## src/rtl/core/utf8sd_pkg.sv

```systemverilog
// ----------------------------------------------------------------------------
// UTF-8 stream decoder package
// Shared types and fixed constants for the UTF-8 stream decoder.
// ----------------------------------------------------------------------------
package utf8sd_pkg;

   // byte classification masks and tags
   localparam logic [7:0] CONT_MASK  = 8'hC0;
   localparam logic [7:0] CONT_TAG   = 8'h80;
   localparam logic [7:0] LEAD2_MASK = 8'hE0;
   localparam logic [7:0] LEAD2_TAG  = 8'hC0;
   localparam logic [7:0] LEAD3_MASK = 8'hF0;
   localparam logic [7:0] LEAD3_TAG  = 8'hE0;
   localparam logic [7:0] LEAD4_MASK = 8'hF8;
   localparam logic [7:0] LEAD4_TAG  = 8'hF0;

   // payload masks
   localparam logic [7:0] LEAD2_BITS = 8'h1F;
   localparam logic [7:0] LEAD3_BITS = 8'h0F;
   localparam logic [7:0] LEAD4_BITS = 8'h07;
   localparam logic [7:0] CONT_BITS  = 8'h3F;

   // smallest legal value per sequence width
   localparam logic [16:0] MIN_WIDTH2 = 17'h00080;
   localparam logic [16:0] MIN_WIDTH3 = 17'h00800;
   localparam logic [16:0] MIN_WIDTH4 = 17'h10000;

   // scalar value limits
   localparam logic [20:0] MAX_SCALAR = 21'h10FFFF;
   localparam logic [20:0] SURR_LOW   = 21'h00D800;
   localparam logic [20:0] SURR_HIGH  = 21'h00DFFF;

   // reset value of the error code point register
   localparam logic [20:0] ERR_CP_RESET = 21'h00FFFD;

   // results caused by one byte: a run of errors, then an optional tail result
   typedef struct packed {
      logic [2:0]  err_count;
      logic        tail_valid;
      logic [20:0] tail_code;
      logic        tail_error;
      logic        last_byte;
   } burst_type;

endpackage

```

## src/rtl/core/utf8sd_decode.sv

```systemverilog
// ----------------------------------------------------------------------------
// UTF-8 stream decoder - byte decode stage
// Input register, pending sequence state and the per-byte decode that turns
// one byte into a burst descriptor (error run plus optional tail result).
// ----------------------------------------------------------------------------
module utf8sd_decode (
   input  logic                  clock,
   input  logic                  reset,
   input  logic                  req_valid,
   output logic                  req_ready,
   input  logic [7:0]            req_in_byte,
   input  logic                  req_end_of_stream,
   output logic                  burst_valid,
   input  logic                  burst_ready,
   output utf8sd_pkg::burst_type burst
);

   logic        in_valid_ff;
   logic [7:0]  in_byte_ff;
   logic        in_eos_ff;
   logic        advance;

   logic [2:0]  width_ff,   width_in;
   logic [1:0]  taken_ff,   taken_in;
   logic [20:0] partial_ff, partial_in;
   logic [16:0] minval_ff,  minval_in;

   logic        is_cont;
   logic        f_res, f_err, f_start;
   logic [20:0] f_code;
   logic [2:0]  f_width;
   logic [20:0] f_payload;
   logic [16:0] f_min;

   logic [1:0]  step_taken;
   logic [20:0] step_code;
   logic        complete;
   logic        bad_value;
   logic        use_fresh;
   utf8sd_pkg::burst_type desc;

   // input register: holds one byte until the burst stage can take it
   assign advance     = in_valid_ff && burst_ready;
   assign req_ready   = !in_valid_ff || advance;
   assign burst_valid = in_valid_ff;
   assign burst       = desc;

   always_ff @(posedge clock) begin
      if (reset) begin
         in_valid_ff <= 1'b0;
      end else if (req_ready) begin
         in_valid_ff <= req_valid;
      end
      if (req_valid && req_ready) begin
         in_byte_ff <= req_in_byte;
         in_eos_ff  <= req_end_of_stream;
      end
   end

   // decode of a byte with no sequence pending
   always_comb begin
      f_res     = 1'b0;
      f_err     = 1'b0;
      f_start   = 1'b0;
      f_code    = 21'(in_byte_ff);
      f_width   = 3'd0;
      f_payload = 21'd0;
      f_min     = 17'd0;
      if (!in_byte_ff[7]) begin
         f_res = 1'b1;
      end else if ((in_byte_ff & utf8sd_pkg::CONT_MASK) == utf8sd_pkg::CONT_TAG) begin
         f_res = 1'b1;
         f_err = 1'b1;
      end else if ((in_byte_ff & utf8sd_pkg::LEAD2_MASK) == utf8sd_pkg::LEAD2_TAG) begin
         f_start   = 1'b1;
         f_width   = 3'd2;
         f_payload = 21'(in_byte_ff & utf8sd_pkg::LEAD2_BITS);
         f_min     = utf8sd_pkg::MIN_WIDTH2;
      end else if ((in_byte_ff & utf8sd_pkg::LEAD3_MASK) == utf8sd_pkg::LEAD3_TAG) begin
         f_start   = 1'b1;
         f_width   = 3'd3;
         f_payload = 21'(in_byte_ff & utf8sd_pkg::LEAD3_BITS);
         f_min     = utf8sd_pkg::MIN_WIDTH3;
      end else if ((in_byte_ff & utf8sd_pkg::LEAD4_MASK) == utf8sd_pkg::LEAD4_TAG) begin
         f_start   = 1'b1;
         f_width   = 3'd4;
         f_payload = 21'(in_byte_ff & utf8sd_pkg::LEAD4_BITS);
         f_min     = utf8sd_pkg::MIN_WIDTH4;
      end else begin
         f_res = 1'b1;
         f_err = 1'b1;
      end
      // a lead byte that ends the string is one error
      if (f_start && in_eos_ff) begin
         f_start = 1'b0;
         f_res   = 1'b1;
         f_err   = 1'b1;
      end
   end

   // continuation step of a pending sequence
   assign is_cont    = (in_byte_ff & utf8sd_pkg::CONT_MASK) == utf8sd_pkg::CONT_TAG;
   assign step_taken = taken_ff + 2'd1;
   assign step_code  = {partial_ff[14:0], 6'(in_byte_ff & utf8sd_pkg::CONT_BITS)};
   assign complete   = ({1'b0, step_taken} + 3'd1) >= width_ff;
   assign bad_value  = (step_code < {4'd0, minval_ff}) || (step_code > utf8sd_pkg::MAX_SCALAR)
                       || ((step_code >= utf8sd_pkg::SURR_LOW)
                           && (step_code <= utf8sd_pkg::SURR_HIGH));

   // burst descriptor and next pending state
   always_comb begin
      desc.err_count  = 3'd0;
      desc.tail_valid = 1'b0;
      desc.tail_code  = f_code;
      desc.tail_error = f_err;
      desc.last_byte  = in_eos_ff;
      width_in        = width_ff;
      taken_in        = taken_ff;
      partial_in      = partial_ff;
      minval_in       = minval_ff;
      use_fresh       = 1'b1;

      if (width_ff != 3'd0) begin
         if (is_cont) begin
            use_fresh = 1'b0;
            if (complete) begin
               if (bad_value) begin
                  desc.err_count = width_ff;
               end else begin
                  desc.tail_valid = 1'b1;
                  desc.tail_code  = step_code;
                  desc.tail_error = 1'b0;
               end
               width_in   = 3'd0;
               taken_in   = 2'd0;
               partial_in = 21'd0;
               minval_in  = 17'd0;
            end else if (in_eos_ff) begin
               // truncated: lead byte plus every continuation held
               desc.err_count = {1'b0, step_taken} + 3'd1;
            end else begin
               taken_in   = step_taken;
               partial_in = step_code;
            end
         end else begin
            // broken sequence: flush it, then decode this byte afresh
            desc.err_count = {1'b0, taken_ff} + 3'd1;
            width_in   = 3'd0;
            taken_in   = 2'd0;
            partial_in = 21'd0;
            minval_in  = 17'd0;
         end
      end

      if (use_fresh) begin
         desc.tail_valid = f_res;
         desc.tail_code  = f_code;
         desc.tail_error = f_err;
         if (f_start) begin
            width_in   = f_width;
            taken_in   = 2'd0;
            partial_in = f_payload;
            minval_in  = f_min;
         end
      end

      // end of string drops any pending sequence
      if (in_eos_ff) begin
         width_in   = 3'd0;
         taken_in   = 2'd0;
         partial_in = 21'd0;
         minval_in  = 17'd0;
      end
   end

   // pending sequence state
   always_ff @(posedge clock) begin
      if (reset) begin
         width_ff   <= 3'd0;
         taken_ff   <= 2'd0;
         partial_ff <= 21'd0;
         minval_ff  <= 17'd0;
      end else if (advance) begin
         width_ff   <= width_in;
         taken_ff   <= taken_in;
         partial_ff <= partial_in;
         minval_ff  <= minval_in;
      end
   end

endmodule

```

## src/rtl/core/utf8sd_emit.sv

```systemverilog
// ----------------------------------------------------------------------------
// UTF-8 stream decoder - result emitter
// Burst register that issues one result per cycle while the output register
// is free, the rune counter and validity flag, and the result output register.
// ----------------------------------------------------------------------------
module utf8sd_emit #(
   parameter int COUNT_WIDTH = 32
) (
   input  logic                  clock,
   input  logic                  reset,
   input  logic                  burst_valid,
   output logic                  burst_ready,
   input  utf8sd_pkg::burst_type burst,
   input  logic [20:0]           err_code_point,
   output logic                  rsp_valid,
   input  logic                  rsp_ready,
   output logic [20:0]           rsp_code_point,
   output logic                  rsp_is_error,
   output logic                  rsp_run_last,
   output logic [31:0]           rsp_rune_total,
   output logic                  rsp_stream_valid,
   output logic                  rsp_stream_done
);

   localparam logic [COUNT_WIDTH-1:0] CountMax = '1;

   logic [2:0]  left_ff, left_in;
   logic        tail_v_ff, tail_v_in;
   logic [20:0] tail_code_ff;
   logic        tail_err_ff;
   logic        eos_ff;

   logic [COUNT_WIDTH-1:0] count_ff, count_in;
   logic                   ok_ff, ok_in;
   logic [COUNT_WIDTH-1:0] count_next;

   logic        rsp_valid_ff;
   logic [20:0] rsp_code_ff;
   logic        rsp_err_ff;
   logic        rsp_last_ff;
   logic [31:0] rsp_total_ff;
   logic        rsp_ok_ff;
   logic        rsp_done_ff;

   logic        busy, rsp_free, issue, issue_last, issue_err, load;
   logic [20:0] issue_code;

   // issue control
   assign busy        = (left_ff != 3'd0) || tail_v_ff;
   assign rsp_free    = !rsp_valid_ff || rsp_ready;
   assign issue       = busy && rsp_free;
   assign issue_last  = ((left_ff == 3'd1) && !tail_v_ff) || ((left_ff == 3'd0) && tail_v_ff);
   assign issue_err   = (left_ff != 3'd0) || tail_err_ff;
   assign issue_code  = issue_err ? err_code_point : tail_code_ff;
   assign burst_ready = !busy || (issue && issue_last);
   assign load        = burst_valid && burst_ready;

   // burst bookkeeping
   always_comb begin
      left_in   = left_ff;
      tail_v_in = tail_v_ff;
      if (issue) begin
         if (left_ff != 3'd0) begin
            left_in = left_ff - 3'd1;
         end else begin
            tail_v_in = 1'b0;
         end
      end
      if (load) begin
         left_in   = burst.err_count;
         tail_v_in = burst.tail_valid;
      end
   end

   always_ff @(posedge clock) begin
      if (reset) begin
         left_ff   <= 3'd0;
         tail_v_ff <= 1'b0;
      end else begin
         left_ff   <= left_in;
         tail_v_ff <= tail_v_in;
      end
      if (load) begin
         tail_code_ff <= burst.tail_code;
         tail_err_ff  <= burst.tail_error;
         eos_ff       <= burst.last_byte;
      end
   end

   // saturating rune count and validity, restarted after the final byte
   assign count_next = (count_ff == CountMax) ? count_ff : count_ff + 1'b1;

   always_comb begin
      count_in = count_ff;
      ok_in    = ok_ff;
      if (issue) begin
         if (issue_last && eos_ff) begin
            count_in = '0;
            ok_in    = 1'b1;
         end else begin
            count_in = count_next;
            ok_in    = ok_ff && !issue_err;
         end
      end
   end

   always_ff @(posedge clock) begin
      if (reset) begin
         count_ff <= '0;
         ok_ff    <= 1'b1;
      end else begin
         count_ff <= count_in;
         ok_ff    <= ok_in;
      end
   end

   // result output register
   always_ff @(posedge clock) begin
      if (reset) begin
         rsp_valid_ff <= 1'b0;
      end else if (issue) begin
         rsp_valid_ff <= 1'b1;
      end else if (rsp_ready) begin
         rsp_valid_ff <= 1'b0;
      end
      if (issue) begin
         rsp_code_ff  <= issue_code;
         rsp_err_ff   <= issue_err;
         rsp_last_ff  <= issue_last;
         rsp_total_ff <= 32'(count_next);
         rsp_ok_ff    <= ok_ff && !issue_err;
         rsp_done_ff  <= issue_last && eos_ff;
      end
   end

   assign rsp_valid        = rsp_valid_ff;
   assign rsp_code_point   = rsp_code_ff;
   assign rsp_is_error     = rsp_err_ff;
   assign rsp_run_last     = rsp_last_ff;
   assign rsp_rune_total   = rsp_total_ff;
   assign rsp_stream_valid = rsp_ok_ff;
   assign rsp_stream_done  = rsp_done_ff;

   // checks
   a_done_is_last: assert property (@(posedge clock) disable iff (reset)
      rsp_valid && rsp_stream_done |-> rsp_run_last)
      else $error("stream_done without run_last");

   a_error_clears_valid: assert property (@(posedge clock) disable iff (reset)
      rsp_valid && rsp_is_error |-> !rsp_stream_valid)
      else $error("error result reported with stream still valid");

   a_restart_after_eos: assert property (@(posedge clock) disable iff (reset)
      issue && issue_last && eos_ff |=> (count_ff == '0) && ok_ff)
      else $error("rune count not restarted after final byte");

   a_idle_takes_burst: assert property (@(posedge clock) disable iff (reset)
      !busy |-> burst_ready)
      else $error("empty burst stage refused a descriptor");

endmodule

```

## src/rtl/core/utf8_stream_decoder_unit.sv

```systemverilog
// ----------------------------------------------------------------------------
// UTF-8 stream decoder unit
// Decodes a UTF-8 byte stream into code points with error reporting, a
// saturating rune count and a per-string validity flag.
// ----------------------------------------------------------------------------
// A byte is taken every cycle as long as each byte causes at most one result
// and the output is not stalled. A byte that causes k results (an error flush
// of up to four) issues them one result per cycle while the output is not
// stalled, and the input side waits while that run drains. The byte enters
// the input register at its transfer edge. Its first result then passes
// through the burst register into the output register. The error code point
// register may be written only while no transfer is in flight.
module utf8_stream_decoder_unit #(
   parameter int COUNT_WIDTH = 32
) (
   input  logic        clock,
   input  logic        reset,
   input  logic        req_valid,
   output logic        req_ready,
   input  logic [7:0]  req_in_byte,
   input  logic        req_end_of_stream,
   output logic        rsp_valid,
   input  logic        rsp_ready,
   output logic [20:0] rsp_code_point,
   output logic        rsp_is_error,
   output logic        rsp_run_last,
   output logic [31:0] rsp_rune_total,
   output logic        rsp_stream_valid,
   output logic        rsp_stream_done,
   input  logic        csr_wr_en,
   input  logic [20:0] csr_wr_data
);

   logic [20:0]           err_cp_ff;
   logic                  burst_valid;
   logic                  burst_ready;
   utf8sd_pkg::burst_type burst;

   // error code point register
   always_ff @(posedge clock) begin
      if (reset) begin
         err_cp_ff <= utf8sd_pkg::ERR_CP_RESET;
      end else if (csr_wr_en) begin
         err_cp_ff <= csr_wr_data;
      end
   end

   utf8sd_decode u_decode (
      .clock             (clock),
      .reset             (reset),
      .req_valid         (req_valid),
      .req_ready         (req_ready),
      .req_in_byte       (req_in_byte),
      .req_end_of_stream (req_end_of_stream),
      .burst_valid       (burst_valid),
      .burst_ready       (burst_ready),
      .burst             (burst)
   );

   utf8sd_emit #(
      .COUNT_WIDTH (COUNT_WIDTH)
   ) u_emit (
      .clock            (clock),
      .reset            (reset),
      .burst_valid      (burst_valid),
      .burst_ready      (burst_ready),
      .burst            (burst),
      .err_code_point   (err_cp_ff),
      .rsp_valid        (rsp_valid),
      .rsp_ready        (rsp_ready),
      .rsp_code_point   (rsp_code_point),
      .rsp_is_error     (rsp_is_error),
      .rsp_run_last     (rsp_run_last),
      .rsp_rune_total   (rsp_rune_total),
      .rsp_stream_valid (rsp_stream_valid),
      .rsp_stream_done  (rsp_stream_done)
   );

endmodule
```

## config.mk

```make
export PLATFORM = sky130hd
export DESIGN_NAME = utf8_stream_decoder_unit
export DESIGN_NICKNAME = d
export VERILOG_FILES = /design/src/rtl/core/utf8sd_pkg.sv /design/src/rtl/core/utf8sd_decode.sv /design/src/rtl/core/utf8sd_emit.sv /design/src/rtl/core/utf8_stream_decoder_unit.sv
export SDC_FILE = /design/constraint.sdc
export NUM_CORES = 1
export LEC_CHECK = 0
export BUFFER_PORTS_ARGS = -buffer_cell sky130_fd_sc_hd__buf_2
export CAP_MARGIN = 20
export CORE_AREA = 2 2 135 124
export DETAILED_ROUTE_END_ITERATION = 6
export DIE_AREA = 0 0 137 126
export PLACE_DENSITY = 0.85
export SYNTH_ARGS = -nofsm -noshare
export SYNTH_HDL_FRONTEND = slang
export SYNTH_SLANG_ARGS = --single-unit
```

## constraint.sdc

```tcl
create_clock -name clock -period 3.5 [get_ports clock]
set_clock_uncertainty 0.05 [all_clocks]
set_input_delay 0.35 -clock clock [delete_from_list [all_inputs] [get_ports clock]]
set_output_delay 0.35 -clock clock [all_outputs]
set_load 0.01 [all_outputs]
```

==> summary.txt <==
Route
  – Routed Antenna Nets: 0
  – Initial drt markers: 665
  – Avg WL per Cell: 16.2 µm
  – Avg Vias per Cell: 5.75
  – Routed via count: 6,243
  – Total Wirelength: 17,600 µm
  – Pre-Repair DR Iteration Count: 5
  – # DRC: 0

Placed design
  – Dpl cells: 1,053
  – Pre-CTS setup slack: 579 ps
  – PortBufs: 93
  – Routability Congestion: 0.923
  – Hpwl dp: 12,000 µm

CTS
  – Inserted Clock Buffers: 17
  – CTS Buffer Depth: 2
  – CTS H-tree lvls: 4
  – PostCTS Resize Cnt: 0
  – Post-CTS setup buffer count: 0
  – CTS tree: built
  – Hold-fix buffers, CTS: 0
  – Clk root buf: clkbuf_16
  – Sink Count: 186
  – Worst-path clk slew: 70 ps
  – Clk Latency, worst-skew pair: 430 ps

Power
  – Leak pwr: 3.57 nW
  – Peak supply drop: 0.511 mV
  – Pwr/cell area: 720 mW/mm²

Worst setup path
  – Worst Path Arrival: 3160 ps
  – CP Launch Type: flip-flop
  – Worst r2r src: u_decode.taken_ff[0]
  – CP max stage delay: 510 ps
  – Required time of the critical path: 3710 ps
  – Slowest cell on crit path: nand4_1
  – CP most frequent cell: ha_1
  – Critical Path Source: u_decode.taken_ff[0]
  – Endpoint type of the worst setup path: flip-flop
  – Critical path class: flip-flop to flip-flop
  – Worst path cell trace: inv_1, ha_1, xor2_1, ha_1, nand2_1, o21a_1, nor3_1, nand4_1, o21bai_1
  – Crit path max fanout: 14

Timing
  – Max-slew violations: 0
  – Final Hold Slack: 42.9 ps
  – Final min period: 2940 ps
  – Slew at the pin closest to its max-slew limit: 951 ps
  – Worst setup margin: 556 ps
  – Final worst path period share: 84.1%
  – Max Clk Rate: 340 MHz
  – Setup TNS: 0 ps
  – Max-slew headroom at the worst pin: 36.6%
  – RSZ-0062 raised after global routing: false
  – # setup viols final: 0
  – Hold Vio Cnt, Final: 0

Logic synthesis
  – Most used flip-flop cell after synthesis: dfxtp_1
  – Synth warnings: 0
  – #FFs+latches synth: 186
  – Synthesized cell area: 0.00830 mm²
  – Avg Synthesized Cell Area: 10.7 µm²
  – Mapped Cells: 774
  – Syn nets: 834
  – Unique masters post-synth: 62
  – FFs w/ async S/R, synth: 0%
  – Seq/Total Area, Yosys: 55.6%
  – Post-synth EDFFs: 89

Finish
  – Area of the multi-input gates: 0.00337 mm²
  – Layout Cells excl Fill: 1,086
  – Share of post-route cells with drive strength above 1: 19.6%
  – Final nets: 926
  – Area Growth Syn to Fin: 15.1%
  – Register area: 0.00461 mm²
  – Fill cell total of the finished layout: 1,277
  – Diodes inserted: 0

Floorplan
  – Core Rows: 44
  – Chip width: 137 µm
  – DIE AREA: 0.0173 mm²
  – Die Y: 126 µm
  – Core area: 0.0159 mm²
  – IO Count: 94
  – Starting Density: 52.4%

Global routing
  – Vias in the first global route: 5,863
  – First-pass GRT wire length: 28,700 µm
  – Pin count of the biggest net entering global routing: 62
  – Initial antenna violation count: 0
  – Total Routing Usage GR: 21.0%
  – Grt ovf: 0

Worst hold path
  – Hold crit path type: primary input to flip-flop
  – Hold_sp: req_in_byte[4]

Run
  – Max-cap check violation count: 0

Run status
  – Outcome: completed
## per-layer routing
layer	vias up	global-route usage (%)	routed length, µm
met5	-	0	0
li1	3013	-	-
met1	2966	29.4	7940
met4	0	7.40	330
met2	240	32.7	8180
met3	24	4.23	1120
## final timing paths
| kind | to | slack (ps) | cells after the start |
|---|---|---|---|
| min reg2reg | u_decode.minval_ff[0] | 390 | 2 |
| max | u_emit.tail_code_ff[6] | 560 | 9 |
| min | u_decode.in_byte_ff[4] | 40 | 1 |
| max reg2reg | u_emit.tail_code_ff[6] | 560 | 9 |
## metrics by stage
| step | cell area (µm²) | power [mW] | util (%) |
|---|---|---|---|
| 2_1_floorplan | 8300 | 4.38 | - |
| 3_3_place_gp | 8990 | 5.03 | 56.7 |
| 3_5_place_dp | 8990 | 5.08 | 56.7 |
| 4_1_cts | 9550 | 6.92 | 60.2 |
| 5_1_grt | 9560 | 7.26 | 60.3 |
| 6_report | 9560 | 6.88 | 60.3 |
## synth_stat cells, drive strengths merged, types with 15 or more instances
library cell / number / area, µm²
nor2b: 20 / 125
xnor2: 16 / 140
o21ai: 43 / 215
nor3: 18 / 113
nand4: 15 / 100
nand3: 20 / 105
nor2: 83 / 312
mux2: 22 / 248
a21oi: 26 / 130
mux2i: 17 / 170
inv: 46 / 173
ha: 25 / 313
buf: 16 / 76.3
dfxtp: 97 / 1940
xor2: 16 / 140
a211o: 15 / 131
clkbuf: 19 / 72.6
edfxtp: 89 / 2670
nand2: 45 / 169
## sequential cells by signal, summed over array words and instances, names as in the netlist, 2 cells and up
register               count
u_emit.left_ff             3
u_decode.in_byte_ff        8
u_decode.minval_ff        17
u_emit.tail_code_ff       21
u_emit.rsp_rune_total     32
u_decode.partial_ff       15
u_emit.rsp_code_point     21
u_decode.taken_ff          2
u_emit.count_ff           32
u_decode.width_ff          3
err_cp_ff                 21
## logic make-up (layout without fill, tap and decap cells)
kind of cell	after synthesis	in the layout	share of synthesized area, %
flip-flops	186	186	55.6
multiplexers	39	39	5.03
adder cells (fa/ha/maj)	25	25	3.77
XOR/XNOR	32	32	3.38
AO/OA/AOI/OAI	160	160	13.1
AND/OR/NAND/NOR	251	251	15.3
buffers and inverters	81	186	3.87
## cell type report
class | instances | area share [%]
clock buffer | 20 | 4.67
clock inverter | 12 | 1.19
inverter | 46 | 1.81
multi-input combinational | 507 | 35.3
sequential | 186 | 48.3
tap | 207 | 2.71
timing repair buffer | 108 | 6.05
## layout by cell type (no fill, tap or decap), types with 4 or more instances in the layout
cell	Yosys	routed
a41oi_1	4	4
or3_1	8	8
a211o_1	15	15
or4_1	4	4
o211ai_1	4	4
mux2i_1	17	17
nand3_1	19	19
clkbuf_16	0	17
nor2b_1	20	20
a22o_1	7	7
a31oi_1	13	13
o21ai_0	42	42
o31ai_1	10	10
a21oi_1	26	26
buf_2	13	93
and4_1	5	5
nand2_1	45	45
buf_4	0	15
xnor2_1	16	16
nor4_1	6	6
nor3_1	16	15
dfxtp_1	97	97
ha_1	25	25
mux2_2	22	22
o21a_1	4	4
and2_1	4	4
xor2_1	16	16
nor2_1	83	82
inv_1	46	45
a211oi_1	4	4
edfxtp_1	89	89
and3_1	5	5
nand2b_1	8	8
nand4_1	14	14
## power breakdown
part           switching (mW)  total, mW  internal, mW  leakage, nW
clock network           0.828       1.84          1.01        0.277
logic                    1.25       1.92         0.670         1.64
registers               0.177       3.13          2.95         1.65
total                    2.25       6.88          4.63         3.57
## critical path: cells and delay by family (launching register included)
kind	cells	cell delay [ps]
buffers and inverters	1	100
XOR/XNOR	1	170
AND/OR/NAND/NOR	3	830
adder cells (fa/ha/maj)	2	640
flip-flops	1	450
AO/OA/AOI/OAI	2	540
(Power assumes the default switching activity.)
